[src/sv/nmf_pkg.sv]
// Shared types, constants and sorting-network helpers for the neighbour median filter.
`timescale 1ns / 1ps

package nmf_pkg;

   // Pixel channel width.
   localparam int PIXEL_W = 8;

   // Smallest frame dimension that the filter accepts.
   localparam int MIN_DIM = 3;

   // Register values after reset.
   localparam logic [11:0] FRAME_WIDTH_RESET  = 12'd640;
   localparam logic [15:0] FRAME_HEIGHT_RESET = 16'd480;

   // Configuration register indexes.
   typedef enum logic [0:0] {
      CSR_FRAME_WIDTH  = 1'b0,
      CSR_FRAME_HEIGHT = 1'b1
   } csr_index_type;

   // Input beat kinds.
   typedef enum logic [0:0] {
      OP_PIXEL = 1'b0,
      OP_DRAIN = 1'b1
   } op_type;

   typedef logic [PIXEL_W-1:0] pixel_type;

   // One window column: element 0 is the oldest row, element 2 the current row.
   typedef pixel_type [2:0] column_type;

   // The eight neighbours of the centre pixel.
   typedef pixel_type [7:0] nbr_vec_type;

   // Side information that travels with a window through the sorter.
   typedef struct packed {
      logic      border;
      logic      last;
      pixel_type centre;
   } item_meta_type;

   // Order one pair so that the lower index holds the smaller value.
   function automatic nbr_vec_type cmp_swap(input nbr_vec_type v, input logic [2:0] lo,
                                            input logic [2:0] hi);
      nbr_vec_type r;
      r = v;
      if (v[lo] > v[hi]) begin
         r[lo] = v[hi];
         r[hi] = v[lo];
      end
      return r;
   endfunction

   // One layer of the odd-even merge sorting network for eight values.
   function automatic nbr_vec_type sort_layer(input nbr_vec_type v, input logic [2:0] layer);
      nbr_vec_type r;
      r = v;
      case (layer)
         3'd0: begin
            r = cmp_swap(r, 3'd0, 3'd1);
            r = cmp_swap(r, 3'd2, 3'd3);
            r = cmp_swap(r, 3'd4, 3'd5);
            r = cmp_swap(r, 3'd6, 3'd7);
         end
         3'd1: begin
            r = cmp_swap(r, 3'd0, 3'd2);
            r = cmp_swap(r, 3'd1, 3'd3);
            r = cmp_swap(r, 3'd4, 3'd6);
            r = cmp_swap(r, 3'd5, 3'd7);
         end
         3'd2: begin
            r = cmp_swap(r, 3'd1, 3'd2);
            r = cmp_swap(r, 3'd5, 3'd6);
         end
         3'd3: begin
            r = cmp_swap(r, 3'd0, 3'd4);
            r = cmp_swap(r, 3'd1, 3'd5);
            r = cmp_swap(r, 3'd2, 3'd6);
            r = cmp_swap(r, 3'd3, 3'd7);
         end
         3'd4: begin
            r = cmp_swap(r, 3'd2, 3'd4);
            r = cmp_swap(r, 3'd3, 3'd5);
         end
         3'd5: begin
            r = cmp_swap(r, 3'd1, 3'd2);
            r = cmp_swap(r, 3'd3, 3'd4);
            r = cmp_swap(r, 3'd5, 3'd6);
         end
         default: begin
            r = v;
         end
      endcase
      return r;
   endfunction

endpackage

[src/sv/nmf_column_cell.sv]
// One column of the 3x3 window; hands its column to the next cell on each shift.
`timescale 1ns / 1ps

module nmf_column_cell (
   input  logic               clock,
   input  logic               reset,
   input  logic               shift_en,
   input  nmf_pkg::column_type col_in,
   output nmf_pkg::column_type col_q
);
   import nmf_pkg::*;

   column_type col_ff;
   column_type col_in_sel;

   // Load the neighbor's column on a shift, otherwise hold.
   always_comb begin
      col_in_sel = shift_en ? col_in : col_ff;
   end

   always_ff @(posedge clock) begin
      if (reset) begin
         col_ff <= '0;
      end else begin
         col_ff <= col_in_sel;
      end
   end

   assign col_q = col_ff;

endmodule

[config.mk]
export PLATFORM = sky130hd
export DESIGN_NAME = nmf_column_cell
export DESIGN_NICKNAME = d
export VERILOG_FILES = /design/src/sv/nmf_pkg.sv /design/src/sv/nmf_column_cell.sv
export SDC_FILE = /design/constraint.sdc
export NUM_CORES = 1
export LEC_CHECK = 0
export BUFFER_PORTS_ARGS = -buffer_cell sky130_fd_sc_hd__buf_2
export CAP_MARGIN = 30
export CORE_ASPECT_RATIO = 0.7
export CORE_MARGIN = 4
export CORE_UTILIZATION = 43
export DETAILED_ROUTE_END_ITERATION = 12
export GPL_TIMING_DRIVEN = 0
export PLACE_DENSITY = 0.89
export RECOVER_POWER = 100
export SYNTH_ARGS = -nofsm -noshare
export SYNTH_HDL_FRONTEND = slang
export SYNTH_SLANG_ARGS = --single-unit
export TNS_END_PERCENT = 5
[constraint.sdc]
create_clock -name clock -period 2.1 [get_ports clock]
set_input_delay 0.42 -clock clock [delete_from_list [all_inputs] [get_ports clock]]
set_output_delay 0.42 -clock clock [all_outputs]
set_load 0.02 [all_outputs]
Word level (Yosys, flattened, before mapping)
Cells that the tools add are included.
{ "word_totals": {"ff_bits": 24, "input_bits": 27, "output_inout_bits": 24, "word_cells": 3} }

Logic depth before layout (Yosys ltp)
{ "logic_depth": {"word_depth": 0, "mapped_depth": 4, "mapped_depth_nobuf": 2} }

Least setup slack after synthesis
Ideal clock, no wire load.
{ "synth_path": {"path_type": "input-to-reg", "start": "in shift_en", "end": "reg col_ff (netlist bit col_q[0])", "setup_time_ns": 0.128, "t_arrival_ns": 0.885, "t_required_ns": 1.972, "slack_ns": 1.087, "cell_stages": 4, "path_cell_list": "buf_6 > buf_12 > mux2i_1 > nor2_1"} }
{ "synth_lines": {"columns": ["item", "line", "source"], "rows": [
  ["from (decl)", "nmf_column_cell.sv:7", "input logic shift_en,"],
  ["to (signal assigned)", "nmf_column_cell.sv:25", "col_ff <= col_in_sel;"],
  ["to (decl)", "nmf_column_cell.sv:13", "column_type col_ff;"]
]} }

Final worst setup path
{ "layout_path": {"start": "reg col_ff (netlist bit col_q[3])", "end": "out col_q[3] in the netlist's numbering"} }
{ "layout_lines": {"columns": ["item", "line", "source"], "rows": [
  ["to (decl)", "nmf_column_cell.sv:9", "output nmf_pkg::column_type col_q"]
]} }
No word-level cell between the ends.

==> results.cfg <==
[outcome]
status = finished, final reports clean

[pwr]
powerDensity_nw_per_um2 = 763
ir_drop_v = 0.000637
leakage_nw = 0.556

[final_layout]
area_growth_pct = 31.9
drive_gt1_share_pct = 23.8
diodes = 0
design_area_sq_um = 1150
nNetsFinal = 158
final_util_pct = 60.8
largest_register_ffs = 24
multi_input_area_sq_um = 330
fin_cells = 152
seq_area_sq_um = 480
nFillCells = 174

[yosys]
yosys.area.top_type = dfxtp_1
synth_compound_area_share_pct = 0
synth_common_cells = 24 x dfxtp_1, 24 x mux2i_1, 24 x nor2_1, 2 x buf_12, 2 x clkbuf_1
synthXorXnorAreaFrac_pct = 0
synth_cell_types = 6
syn-cell-area_sq_um = 870
synth_ff_type = dfxtp_1
syn_nets = 104
synth-simple-area-share_pct = 10.4
synthMuxAreaShare_pct = 27.6
synth-async-reset-ratio_pct = 0
ys_warn_count = 0
synth.area.top_cells = dfxtp_1 55%, mux2i_1 28%, nor2_1 10%, buf_12 4.6%, buf_6 1.3%
syn_inst = 77
synthAdderAreaFrac_pct = 0
synth.top_cell.area_share_pct = 55.3
synth_top_family_by_area = multiplexers
avgSynthCellArea_sq_um = 11.3
synth_edf_count = 0
synth-seq-cells = 24
yosysSeqAreaShare_pct = 55.3

[clocking]
path_clk_slew_ns = 0.12
hold_buffers = 0
cts_htree_levels = 1
cts_root_buffer = clkbuf_4
clock_sinks = 24
clk_path_buf_depth = 2
cts.repair.resized = 0
cts_tree = built
postCtsSetupBuffers = 0
cts_made_buffers = 3
insertion_delay_ns = 0.31

[critical_path]
r2r_end = col_q[3]
cp-start-kind = register
crit_required_ns = 1.68
regToRegStartpoint = col_q[3]
arrival_ns = 0.93
cpLargestDelayFamily = flip-flops
path_buf_inv = 1
slowest_delay_ns = 0.38
r2r_slack_ns = 1.45
critPathSlowestCell = dfxtp_1
ff2ff_path_depth = 2
crit_chain = clkbuf_1
cp-end-kind = primary output
critical_path_class = register to primary output
path_max_fanout = 2

[sta]
final.setup.tns_ns = 0
worst_pin_slew_ns = 0.409
fin_crit_sh_pct = 64.4
hold_violations = 0
max_freq_mhz = 739
slew_headroom_pct = 72.7
finalSetupViolCount = 0
rsz0062_at_grt = no
slew_viol_final = 0
finalClockSkew_ns = 0
finalCriticalPeriod_ns = 1.35

[worst_hold_path]
min_path_cells = 3
hp-class = input port to register
hp-start = col_in[14]
worstHoldEndpoint = col_q[14]

[route]
first_iter_violations = 7
drcViolationCount = 0
routed_via_density = 4.53
vias = 689
ant_nets = 0
wl_per_cell_um = 11.7
drt_wl_total_um = 1790
drtPass1Iterations = 2

[global_route]
grt_use_total_pct = 13.8
grt_pass1_vias = 602
grt_pass1_wl_um = 2730
grt_max_degree = 14
antenna_found_initial = 0
grt-ovfl-total = 0

[placed_design]
dp_cells = 148
portBuffers = 49
placed_cell_area_sq_um = 1140
hpwl_um = 1420
place_congestion = 0.607

[floorplanning]
pin_count = 51
die_x_um = 61.8
die-area_sq_um = 2820
initial_core_util_pct = 46.1
num_rows = 13
dieHeight_um = 45.6
core_sq_um = 1890

[flow_run]
drv_cap = 0
## worst max-delay path by stage
stage               startpoint         to  slack [ns]  cells after the start
floorplan             shift_en   col_q[0]        1.09                      4
global placement         reset  col_q[19]        0.98                      3
detailed placement       reset   col_q[3]        0.92                      3
CTS                   col_q[3]   col_q[3]        0.79                      1
global route          col_q[3]   col_q[3]        0.67                      1
finish                col_q[3]   col_q[3]        0.75                      1
## cells by family (layout without fill, tap and decap cells)
logic type | after synthesis | after routing
DFF | 24 | 24
and+or+nand+nor | 24 | 24
muxes | 24 | 24
buffers and inverters | 5 | 58
## layout by cell type, fill, tap and decap left out
cell,n
buf_12,2
buf_2,24
buf_6,1
clkbuf_1,27
clkbuf_4,3
clkbuf_8,1
dfxtp_1,24
mux2i_1,24
nor2_1,24
## per-stage QoR
stage	hold WS, ns	setup WS, ns	total power [W]
floorplan	0.492	1.09	0.000601
global placement	0.469	0.983	0.000655
detailed placement	0.475	0.918	0.000661
CTS	0.320	0.794	0.000897
global route	0.306	0.670	0.000935
finish	0.334	0.747	0.000875
## worst register-to-register path, stage by stage, from the launching register on
cell     delay, ns
dfxtp_1       0.35
mux2i_1       0.12
nor2_1        0.06
## metal layers
metal	global-route usage [%]	vias up	wire length [um]
met2	22.5	31	814
met1	15.8	295	745
li1	-	359	-
met4	5.08	0	28
met3	6.52	4	197
met5	0	-	0
## where the power goes
part | total [W] | switching (W) | internal (W)
clock | 0.000233 | 0.000127 | 0.000106
combinational | 0.000146 | 0.0000831 | 0.0000629
sequential | 0.000496 | 0.0000132 | 0.000482
total | 0.000875 | 0.000224 | 0.000651
## layout make-up
type                       count  share of cell area, %
clock buffer                   4                   3.16
sequential                    24                   41.9
multi-input combinational     48                   28.8
buffer                         5                   5.13
timing repair buffer          49                   18.6
tap                           22                   2.40
(Power assumes the default switching activity.)
