### config.mk
export PLATFORM = sky130hd
export DESIGN_NAME = nmf_sort_stage
export DESIGN_NICKNAME = d
export VERILOG_FILES = /design/src/sv/nmf_pkg.sv /design/src/sv/nmf_sort_stage.sv
export SDC_FILE = /design/constraint.sdc
export NUM_CORES = 1
export LEC_CHECK = 0
export ABC_AREA = 1
export CORE_MARGIN = 8
export CORE_UTILIZATION = 58
export CTS_BUF_LIST = sky130_fd_sc_hd__clkbuf_4
export CTS_CLUSTER_DIAMETER = 200
export DETAILED_ROUTE_END_ITERATION = 10
export DONT_BUFFER_PORTS = 1
export HOLD_SLACK_MARGIN = 0.15
export PLACE_DENSITY = 0.79
export SYNTH_ARGS = -nofsm -noshare
export SYNTH_HDL_FRONTEND = slang
export SYNTH_SLANG_ARGS = --single-unit
### constraint.sdc
create_clock -name clock -period 4.3 [get_ports clock]
set_input_delay 0.43 -clock clock [delete_from_list [all_inputs] [get_ports clock]]
set_output_delay 0.43 -clock clock [all_outputs]
set_load 0.05 [all_outputs]
### src/sv/nmf_pkg.sv
// Shared types, constants and sorting-network helpers for the neighbour median filter.
`timescale 1ns / 1ps

package nmf_pkg;

   // Pixel channel width.
   localparam int PIXEL_W = 8;

   // Smallest frame dimension that the filter accepts.
   localparam int MIN_DIM = 3;

   // Register values after reset.
   localparam logic [11:0] FRAME_WIDTH_RESET  = 12'd640;
   localparam logic [15:0] FRAME_HEIGHT_RESET = 16'd480;

   // Configuration register indexes.
   typedef enum logic [0:0] {
      CSR_FRAME_WIDTH  = 1'b0,
      CSR_FRAME_HEIGHT = 1'b1
   } csr_index_type;

   // Input beat kinds.
   typedef enum logic [0:0] {
      OP_PIXEL = 1'b0,
      OP_DRAIN = 1'b1
   } op_type;

   typedef logic [PIXEL_W-1:0] pixel_type;

   // One window column: element 0 is the oldest row, element 2 the current row.
   typedef pixel_type [2:0] column_type;

   // The eight neighbours of the centre pixel.
   typedef pixel_type [7:0] nbr_vec_type;

   // Side information that travels with a window through the sorter.
   typedef struct packed {
      logic      border;
      logic      last;
      pixel_type centre;
   } item_meta_type;

   // Order one pair so that the lower index holds the smaller value.
   function automatic nbr_vec_type cmp_swap(input nbr_vec_type v, input logic [2:0] lo,
                                            input logic [2:0] hi);
      nbr_vec_type r;
      r = v;
      if (v[lo] > v[hi]) begin
         r[lo] = v[hi];
         r[hi] = v[lo];
      end
      return r;
   endfunction

   // One layer of the odd-even merge sorting network for eight values.
   function automatic nbr_vec_type sort_layer(input nbr_vec_type v, input logic [2:0] layer);
      nbr_vec_type r;
      r = v;
      case (layer)
         3'd0: begin
            r = cmp_swap(r, 3'd0, 3'd1);
            r = cmp_swap(r, 3'd2, 3'd3);
            r = cmp_swap(r, 3'd4, 3'd5);
            r = cmp_swap(r, 3'd6, 3'd7);
         end
         3'd1: begin
            r = cmp_swap(r, 3'd0, 3'd2);
            r = cmp_swap(r, 3'd1, 3'd3);
            r = cmp_swap(r, 3'd4, 3'd6);
            r = cmp_swap(r, 3'd5, 3'd7);
         end
         3'd2: begin
            r = cmp_swap(r, 3'd1, 3'd2);
            r = cmp_swap(r, 3'd5, 3'd6);
         end
         3'd3: begin
            r = cmp_swap(r, 3'd0, 3'd4);
            r = cmp_swap(r, 3'd1, 3'd5);
            r = cmp_swap(r, 3'd2, 3'd6);
            r = cmp_swap(r, 3'd3, 3'd7);
         end
         3'd4: begin
            r = cmp_swap(r, 3'd2, 3'd4);
            r = cmp_swap(r, 3'd3, 3'd5);
         end
         3'd5: begin
            r = cmp_swap(r, 3'd1, 3'd2);
            r = cmp_swap(r, 3'd3, 3'd4);
            r = cmp_swap(r, 3'd5, 3'd6);
         end
         default: begin
            r = v;
         end
      endcase
      return r;
   endfunction

endpackage

### src/sv/nmf_sort_stage.sv
// Two layers of the eight-input sorting network followed by a pipeline register.
`timescale 1ns / 1ps

module nmf_sort_stage #(
   parameter int FIRST_LAYER = 0
) (
   input  logic                  clock,
   input  logic                  reset,
   input  logic                  in_valid,
   output logic                  in_ready,
   input  nmf_pkg::nbr_vec_type  in_vec,
   input  nmf_pkg::item_meta_type in_meta,
   output logic                  out_valid,
   input  logic                  out_ready,
   output nmf_pkg::nbr_vec_type  out_vec,
   output nmf_pkg::item_meta_type out_meta
);
   import nmf_pkg::*;

   logic          valid_ff;
   nbr_vec_type   vec_ff;
   nbr_vec_type   vec_in;
   item_meta_type meta_ff;
   logic          load_en;

   // The stage takes a new beat when it is empty or its beat moves on.
   assign load_en  = !valid_ff || out_ready;
   assign in_ready = load_en;

   // Compare-exchange layers of this stage.
   always_comb begin
      vec_in = sort_layer(sort_layer(in_vec, 3'(FIRST_LAYER)), 3'(FIRST_LAYER + 1));
   end

   always_ff @(posedge clock) begin
      if (reset) begin
         valid_ff <= 1'b0;
      end else if (load_en) begin
         valid_ff <= in_valid;
      end
   end

   always_ff @(posedge clock) begin
      if (load_en && in_valid) begin
         vec_ff  <= vec_in;
         meta_ff <= in_meta;
      end
   end

   assign out_valid = valid_ff;
   assign out_vec   = vec_ff;
   assign out_meta  = meta_ff;

endmodule

# After elaboration in Yosys (flattened, before gate mapping)
# Cells that the tools add are included.
dict set report classes {
  n_reduce_logical 3
  muxes 12
  magnitude_cmp 8
}
# cell n
set op_table {}
lappend op_table {{8-bit greater-than comparator} 8}
lappend op_table {{16-bit 2-to-1 mux} 4}
lappend op_table {{8-bit 2-to-1 mux} 8}
lappend op_table {{1-bit logical AND} 1}
lappend op_table {{1-bit logical NOT} 1}
lappend op_table {{1-bit logical OR} 1}
dict set report totals {
  reg_bits 75
  input_bits 78
  out_inout_bits 76
  elab_cells 35
}

# Longest topological paths before layout
# Gate-level depths: netlist (run 1).
dict set report logic_depth {
  ltp_word 4
  ltp_mapped 26
  ltp_nobuf 24
}

# Worst setup path before layout (run 1)
# Ideal clock, no wire load.
dict set report synth_path {
  kind {reg2reg}
  start {register valid_ff (netlist: out_valid)}
  end {register meta_ff (netlist bit out_meta[0]), enable pin}
  setup_slack_ns -0.399
  path_buffers 0
  arrival_time_ns 4.169
  synth_period_minus_slack_ns 4.699
  setup_time_ns 0.530
  stages_incl_launch_ff 2
  required_time_ns 3.770
  path_cell_list {dfxtp_1 -> a21oi_1}
}
dict set report synth_via {
  elab_chain_cells 3
}
# element line
set synth_rtl {}
lappend synth_rtl {{start: declaration} nmf_sort_stage.sv:20} ;# logic valid_ff;
lappend synth_rtl {{start signal: assignment} nmf_sort_stage.sv:39} ;# valid_ff <= in_valid;
lappend synth_rtl {{1-bit logical NOT} nmf_sort_stage.sv:27} ;# assign load_en = !valid_ff || out_ready;
lappend synth_rtl {{1-bit logical OR} nmf_sort_stage.sv:27}
lappend synth_rtl {{1-bit logical AND} nmf_sort_stage.sv:44} ;# if (load_en && in_valid) begin
lappend synth_rtl {{end signal: assignment} nmf_sort_stage.sv:46} ;# meta_ff <= in_meta;
lappend synth_rtl {{end: declaration} nmf_sort_stage.sv:23} ;# item_meta_type meta_ff;
# No other way between the ends.
# A chain may end at the register's enable or synchronous reset.

==> results of run 1 <==
-- through the flow --
| step | setup WS, ns | instance area [sq um] | instances | total power (uW) | util [%] |
|---|---|---|---|---|---|
| 2_1_floorplan | 1.227 | 6474 | 782 | 2419 | - |
| 3_3_place_gp | 0.7306 | 6479 | 903 | 2576 | 59.76 |
| 3_5_place_dp | 0.6557 | 6479 | 903 | 2620 | 59.76 |
| 4_1_cts | 1.140 | 6699 | 930 | 3013 | 61.80 |
| 5_1_grt | 0.8041 | 6699 | 930 | 3183 | 61.80 |
| 6_report | 1.059 | 6699 | 930 | 3008 | 61.80 |
-- layer usage --
layer	vias up	track usage [%]	part of all wire, %
li1	2638	-	-
met1	2506	23.79	36
met2	195	45.48	52
met3	50	7.173	7.3
met4	0	13.11	4.4
met5	-	0	0
-- area by class of cell --
class	count	share of cell area [%]
flip-flops and latches	75	33.47
inverters	96	5.379
repair buffers	12	1.756
well taps	140	2.615
clock inverters	7	0.6350
multi-input cells	591	55.14
clock buffers	9	1.009
-- worst register-to-register path: cells and delay by family, from the launching register on --
family | cells | cell delay, ns
DFF | 1 | 0.53
AOI/OAI and AO/OA | 1 | 0.26
buffers and inverters | 1 | 0.73
-- where the power goes --
part / internal, uW / switching (uW)
Sequential: 1020 / 518
Combinational: 369 / 709
Clock: 115 / 276
Total: 1500 / 1500
-- synth_stat cells --
library cell  instances  area, sq um
a21o_1                8        60.06
a21oi_1              18        90.09
a21oi_4               2        32.53
and2_1               24        150.1
and2_4                8        70.07
buf_12                3        60.06
buf_2                 7        35.03
buf_4                 6        45.04
buf_6                 4        45.04
dfxtp_1               1        20.02
edfxtp_1             74         2222
ha_1                 64        800.8
inv_1                90        337.8
inv_2                 6        22.52
nand2_1             185        694.4
nand2_2              20        125.1
nand2_4              38        427.9
nand3_1             193        965.9
nand3_2               1        10.01
nand4_1               2        12.51
nand4_4               4        85.08
nor2_1               10        37.54
nor2_2                8        50.05
nor2_4                4        45.04
o21ai_2               1        8.760
o21ai_4               1        16.27
-- sequential cells by signal, summed over array words and instances, names as in the netlist --
signal,cells
out_vec,64
out_meta,10
out_valid,1
-- how the worst min path moves through the flow --
| stage | endpoint | start |
|---|---|---|
| CTS | out_valid | in_valid |
| global route | out_valid | in_valid |
| floorplan | out_valid | reset |
| detailed placement | out_valid | reset |
| global placement | out_valid | reset |
| finish | out_valid | in_valid |
-- what timing repair did --
item	in CTS	in global routing
endpoints found under the hold margin	11	0
hold buffers	11	0
setup buffers	0	0
-- kinds of logic (layout without fill, tap and decap cells) --
| logic type | Yosys count | after routing | share of synthesized area, % |
|---|---|---|---|
| AOI/OAI and AO/OA | 30 | 30 | 3.210 |
| adders and majority gates | 64 | 64 | 12.38 |
| buffers and inverters | 116 | 124 | 8.431 |
| DFF | 75 | 75 | 34.65 |
| and+or+nand+nor | 497 | 497 | 41.33 |
==> out/results.ini, run 1 <==
[run_status]
status = complete, no violations

[timing]
report.final.slew_viol_count = 0
grt_setup_unrepaired = false
hold_ws_ns = 0.1782
slew_headroom_pct = 37.96
period_minus_slack_ns = 3.241
hold_violations = 0
clock_skew_ns = 0.01971
finalCritPeriodShare_pct = 75.37
final.setup.tns_ns = 0
max_freq_mhz = 308.5
setup_viol = 0
tightest_slew_ns = 0.9307

[logic_synthesis]
synthCells = 782
ys_seq_area_share_pct = 34.65
ys_seq_elements = 75
synth_nets = 924
syn_area_per_cell_sq_um = 8.274
yosysWarnings = 0
syn_area_sq_um = 6470
synth_cell_type_count = 26

[worst_setup_path]
arrival_ns = 3.58
rr_worst_depth = 2
r2r_start = out_valid
path_cells = inv_1 -> ha_1 -> nand2_2 -> nor2_4 -> nand4_4 -> nand2_4 -> nand2_1 -> and2_1 -> ha_1 -> nand2_1 -> nor2_2 -> nand3_1 -> o21ai_2 -> nand3_1 -> nand2_1
crit_slowest_cell = o21ai_2
critPathLaunchType = primary input
worstReg2RegEnd = out_vec[51]
startpoint = in_vec[46]
slowest_delay_ns = 0.57
cp_top_family = simple AND/OR/NAND/NOR gates
reg2reg_slack_ns = 2.36
crit_buf_inv = 1
crit_fanout = 17
critPathCaptureType = flop
crit_top_cell = nand2_1
path_depth = 15
endpoint = out_vec[46]
crit_type = primary input to flop
worstPathRequired_ns = 4.64

[clock_tree]
ctsHtreeMaxLevel = 3
clock_path_buffers = 2
cts_tree = yes
clkTransAtPathRegs_ns = 0.13
cts-root-buf = clkbuf_4
clk_latency_ns = 0.46
cts_buffers = 9
cts_sinks = 75
ctsResizeCount = 0

[global_route]
grt_pass1_wl_um = 27930
first_global_vias = 5505
grt_max_degree = 73
grtUsageTotal_pct = 24.39
overflow = 0
antenna_found_initial = 0

[die]
dieArea_sq_um = 14790
start_util_pct = 59.68
pin_count = 154
core_area_sq_um = 10840
rows = 38
die_y_um = 121.6
fp.dieW_um = 121.6

[drt]
drt-initial-drc-count = 390
drc_errors = 0
avgRoutedWirePerCell_um = 19.78
ant_nets = 0
viasPerCell = 5.795
vias = 5389
drt-total-wl_um = 18390
first_pass_iters = 5

[cells_and_area]
antenna_cells = 0
final_common_cell = nand3_1
fill_cells = 961
layout-drive-gt1-share_pct = 13.92
most-common-layout-cells = nand3_1 (193), nand2_1 (185), inv_1 (90)
seqCellArea_sq_um = 2242
multi_input_area_sq_um = 3694
nets = 927
syn2layout_area_growth_pct = 3.539

[placed_design]
globalplace.congestion = 1.032
port_buffers = 0
dp_hpwl_um = 14430

[min_path]
holdPathStages = 2
hold_class = primary input to flop

[power_and_ir_drop]
ir_drop_mv = 0.3273
powerDensity_nw_per_um2 = 449.0
p_leak_uw = 0.003375

[job]
drv_cap = 0

Note: power is estimated with default switching activity, not from simulation.
==> run 2, diff against run 1 <==
Settings changed: PLACE_DENSITY 0.79 to 0.77.
Clock period 4.3 ns to 3.3 ns, I/O delays scaled along.
==> out/results.ini, run 2 (same netlist as run 1, synthesis figures left out) <==
[timing]
period_minus_slack_ns = 2.785
max_freq_mhz = 359.1
finalCritPeriodShare_pct = 84.39
report.final.slew_viol_count = 0  ; unchanged
tightest_slew_ns = 0.6733  ; -0.2574 ns
setup_viol = 0  ; unchanged
slew_headroom_pct = 55.11  ; +17 points
clock_skew_ns = 0.01649  ; -0.003222 ns
hold_violations = 0  ; unchanged
final.setup.tns_ns = 0  ; unchanged
grt_setup_unrepaired = false

[cells_and_area]
final_cell_area_sq_um = 6909  ; +3.1%
syn2layout_area_growth_pct = 6.788
most-common-layout-cells = nand3_1 (193), nand2_1 (185), inv_1 (90)
nets = 953  ; +2.8%
antenna_cells = 0  ; unchanged
layout-drive-gt1-share_pct = 16.54  ; +2.6 points
largest_reg_flops = 64  ; unchanged
final_util_pct = 63.74  ; +1.9 points
final_common_cell = nand3_1

[die]
core_area_sq_um = 10840  ; unchanged
start_util_pct = 59.68  ; unchanged
die_y_um = 121.6  ; unchanged
pin_count = 154  ; unchanged
rows = 38  ; unchanged
fp.dieW_um = 121.6  ; unchanged
dieArea_sq_um = 14790  ; unchanged

[clock_tree]
clkTransAtPathRegs_ns = 0.13  ; about the same
ctsHtreeMaxLevel = 3  ; unchanged
cts_buffers = 9  ; unchanged
clk_latency_ns = 0.44  ; -0.02 ns
ctsResizeCount = 0  ; unchanged
ctsHoldBuffers = 12  ; +1
cts_tree = yes
postCtsSetupBuffers = 0  ; unchanged
clock_path_buffers = 2  ; unchanged
cts-root-buf = clkbuf_4
cts_sinks = 75  ; unchanged

[drt]
first_pass_iters = 8  ; +3
drc_errors = 0  ; unchanged
drt-total-wl_um = 18320  ; -0.40%
vias = 5546  ; +2.9%
viasPerCell = 5.801  ; +0.11%
drt-initial-drc-count = 409  ; +4.9%
ant_nets = 0  ; unchanged
avgRoutedWirePerCell_um = 19.16  ; -3.1%

[min_path]
hold-path-endpoint = out_vec[18]
holdPathStages = 4  ; +2
hold_class = primary input to flop
hp-start = in_vec[18]

[power_and_ir_drop]
finalPower_uw = 3994  ; +33%
p_leak_uw = 0.003503  ; +3.8%
ir_drop_mv = 0.4177  ; +28%
powerDensity_nw_per_um2 = 578.0  ; +29%

[worst_setup_path]
crit_type = primary input to flop
r2r_start = out_valid
crit_fanout = 16  ; -1
worstReg2RegEnd = out_valid
arrival_ns = 3.11  ; -0.47 ns
critPathCaptureType = flop
rr_worst_depth = 3  ; +1
worstPathRequired_ns = 3.62  ; -1.02 ns
reg2reg_slack_ns = 1.23  ; -1.13 ns
critPathLaunchType = primary input

[placed_design]
globalplace.congestion = 0.9891  ; -4.2%
port_buffers = 0  ; unchanged
dp_hpwl_um = 14700  ; +1.9%
placed_area_sq_um = 6679  ; +3.1%

[global_route]
antenna_found_initial = 0  ; unchanged
grt_max_degree = 33  ; -55%
grt_pass1_wl_um = 28710  ; +2.8%
first_global_vias = 5754  ; +4.5%
overflow = 0  ; unchanged
grtUsageTotal_pct = 24.78  ; +0.39 points

[run_status]
status = complete, no violations

[job]
drv_cap = 0  ; unchanged

## run 2: cell count changes in the layout (fill, tap and decap cells not counted)
| cell | change |
|---|---|
| buf_4 | +24 |
| dlygate4sd3_1 | +1 |
| buf_12 | +1 |
## run 2: metrics by stage
step	cells	worst slack, ns	hold slack, ns
finish	956	0.5152	0.2367
global route	956	0.3212	0.2231
CTS	956	0.5880	0.2036
detailed placement	928	0.1011	0.4021
global placement	928	0.2190	0.4000
floorplan	782	0.2647	0.3991
## run 2: layer usage
metal	up-vias	global-route usage (%)	part of all wire [%]
met2	228	46.07	53
li1	2675	-	-
met5	-	0	0
met3	38	6.895	7.7
met4	0	11.10	3.3
met1	2605	25.34	36
## run 2: critical path: stages
cell and delay, ns:
inv_1 0.12, ha_1 0.28, a21o_1 0.17, nor2_2 0.15, nand2_4 0.10, nand2_4 0.19, nand2_1 0.16, and2_1 0.18
ha_1 0.30, nand2_1 0.08, nor2_2 0.12, nand3_1 0.11, o21ai_2 0.55, nand3_1 0.18, nand2_1 0.09
## run 2: final cells by class
cell class / instances / area (sq um)
Inverter: 96 / 360.3
Sequential cell: 75 / 2242
Timing Repair Buffer: 38 / 327.8
Clock inverter: 7 / 42.54
Tap cell: 140 / 175.2
Fill cell: 968 / 3931
Clock buffer: 9 / 67.56
Multi-Input combinational cell: 591 / 3694
## run 2: how the worst max path moves through the flow
stage / startpoint / end / cells after the start
finish: in_vec[47] / out_vec[62] / 15
global route: in_vec[43] / out_vec[42] / 18
CTS: in_vec[15] / out_vec[3] / 17
detailed placement: in_vec[15] / out_vec[6] / 17
global placement: in_vec[63] / out_vec[51] / 20
floorplan: out_valid / out_meta[0] / 1
## run 2: where the power goes
| part | internal (uW) | switching, uW |
|---|---|---|
| clock network | 150 | 345 |
| registers | 1330 | 672 |
| logic | 549 | 948 |
| total | 2030 | 1960 |
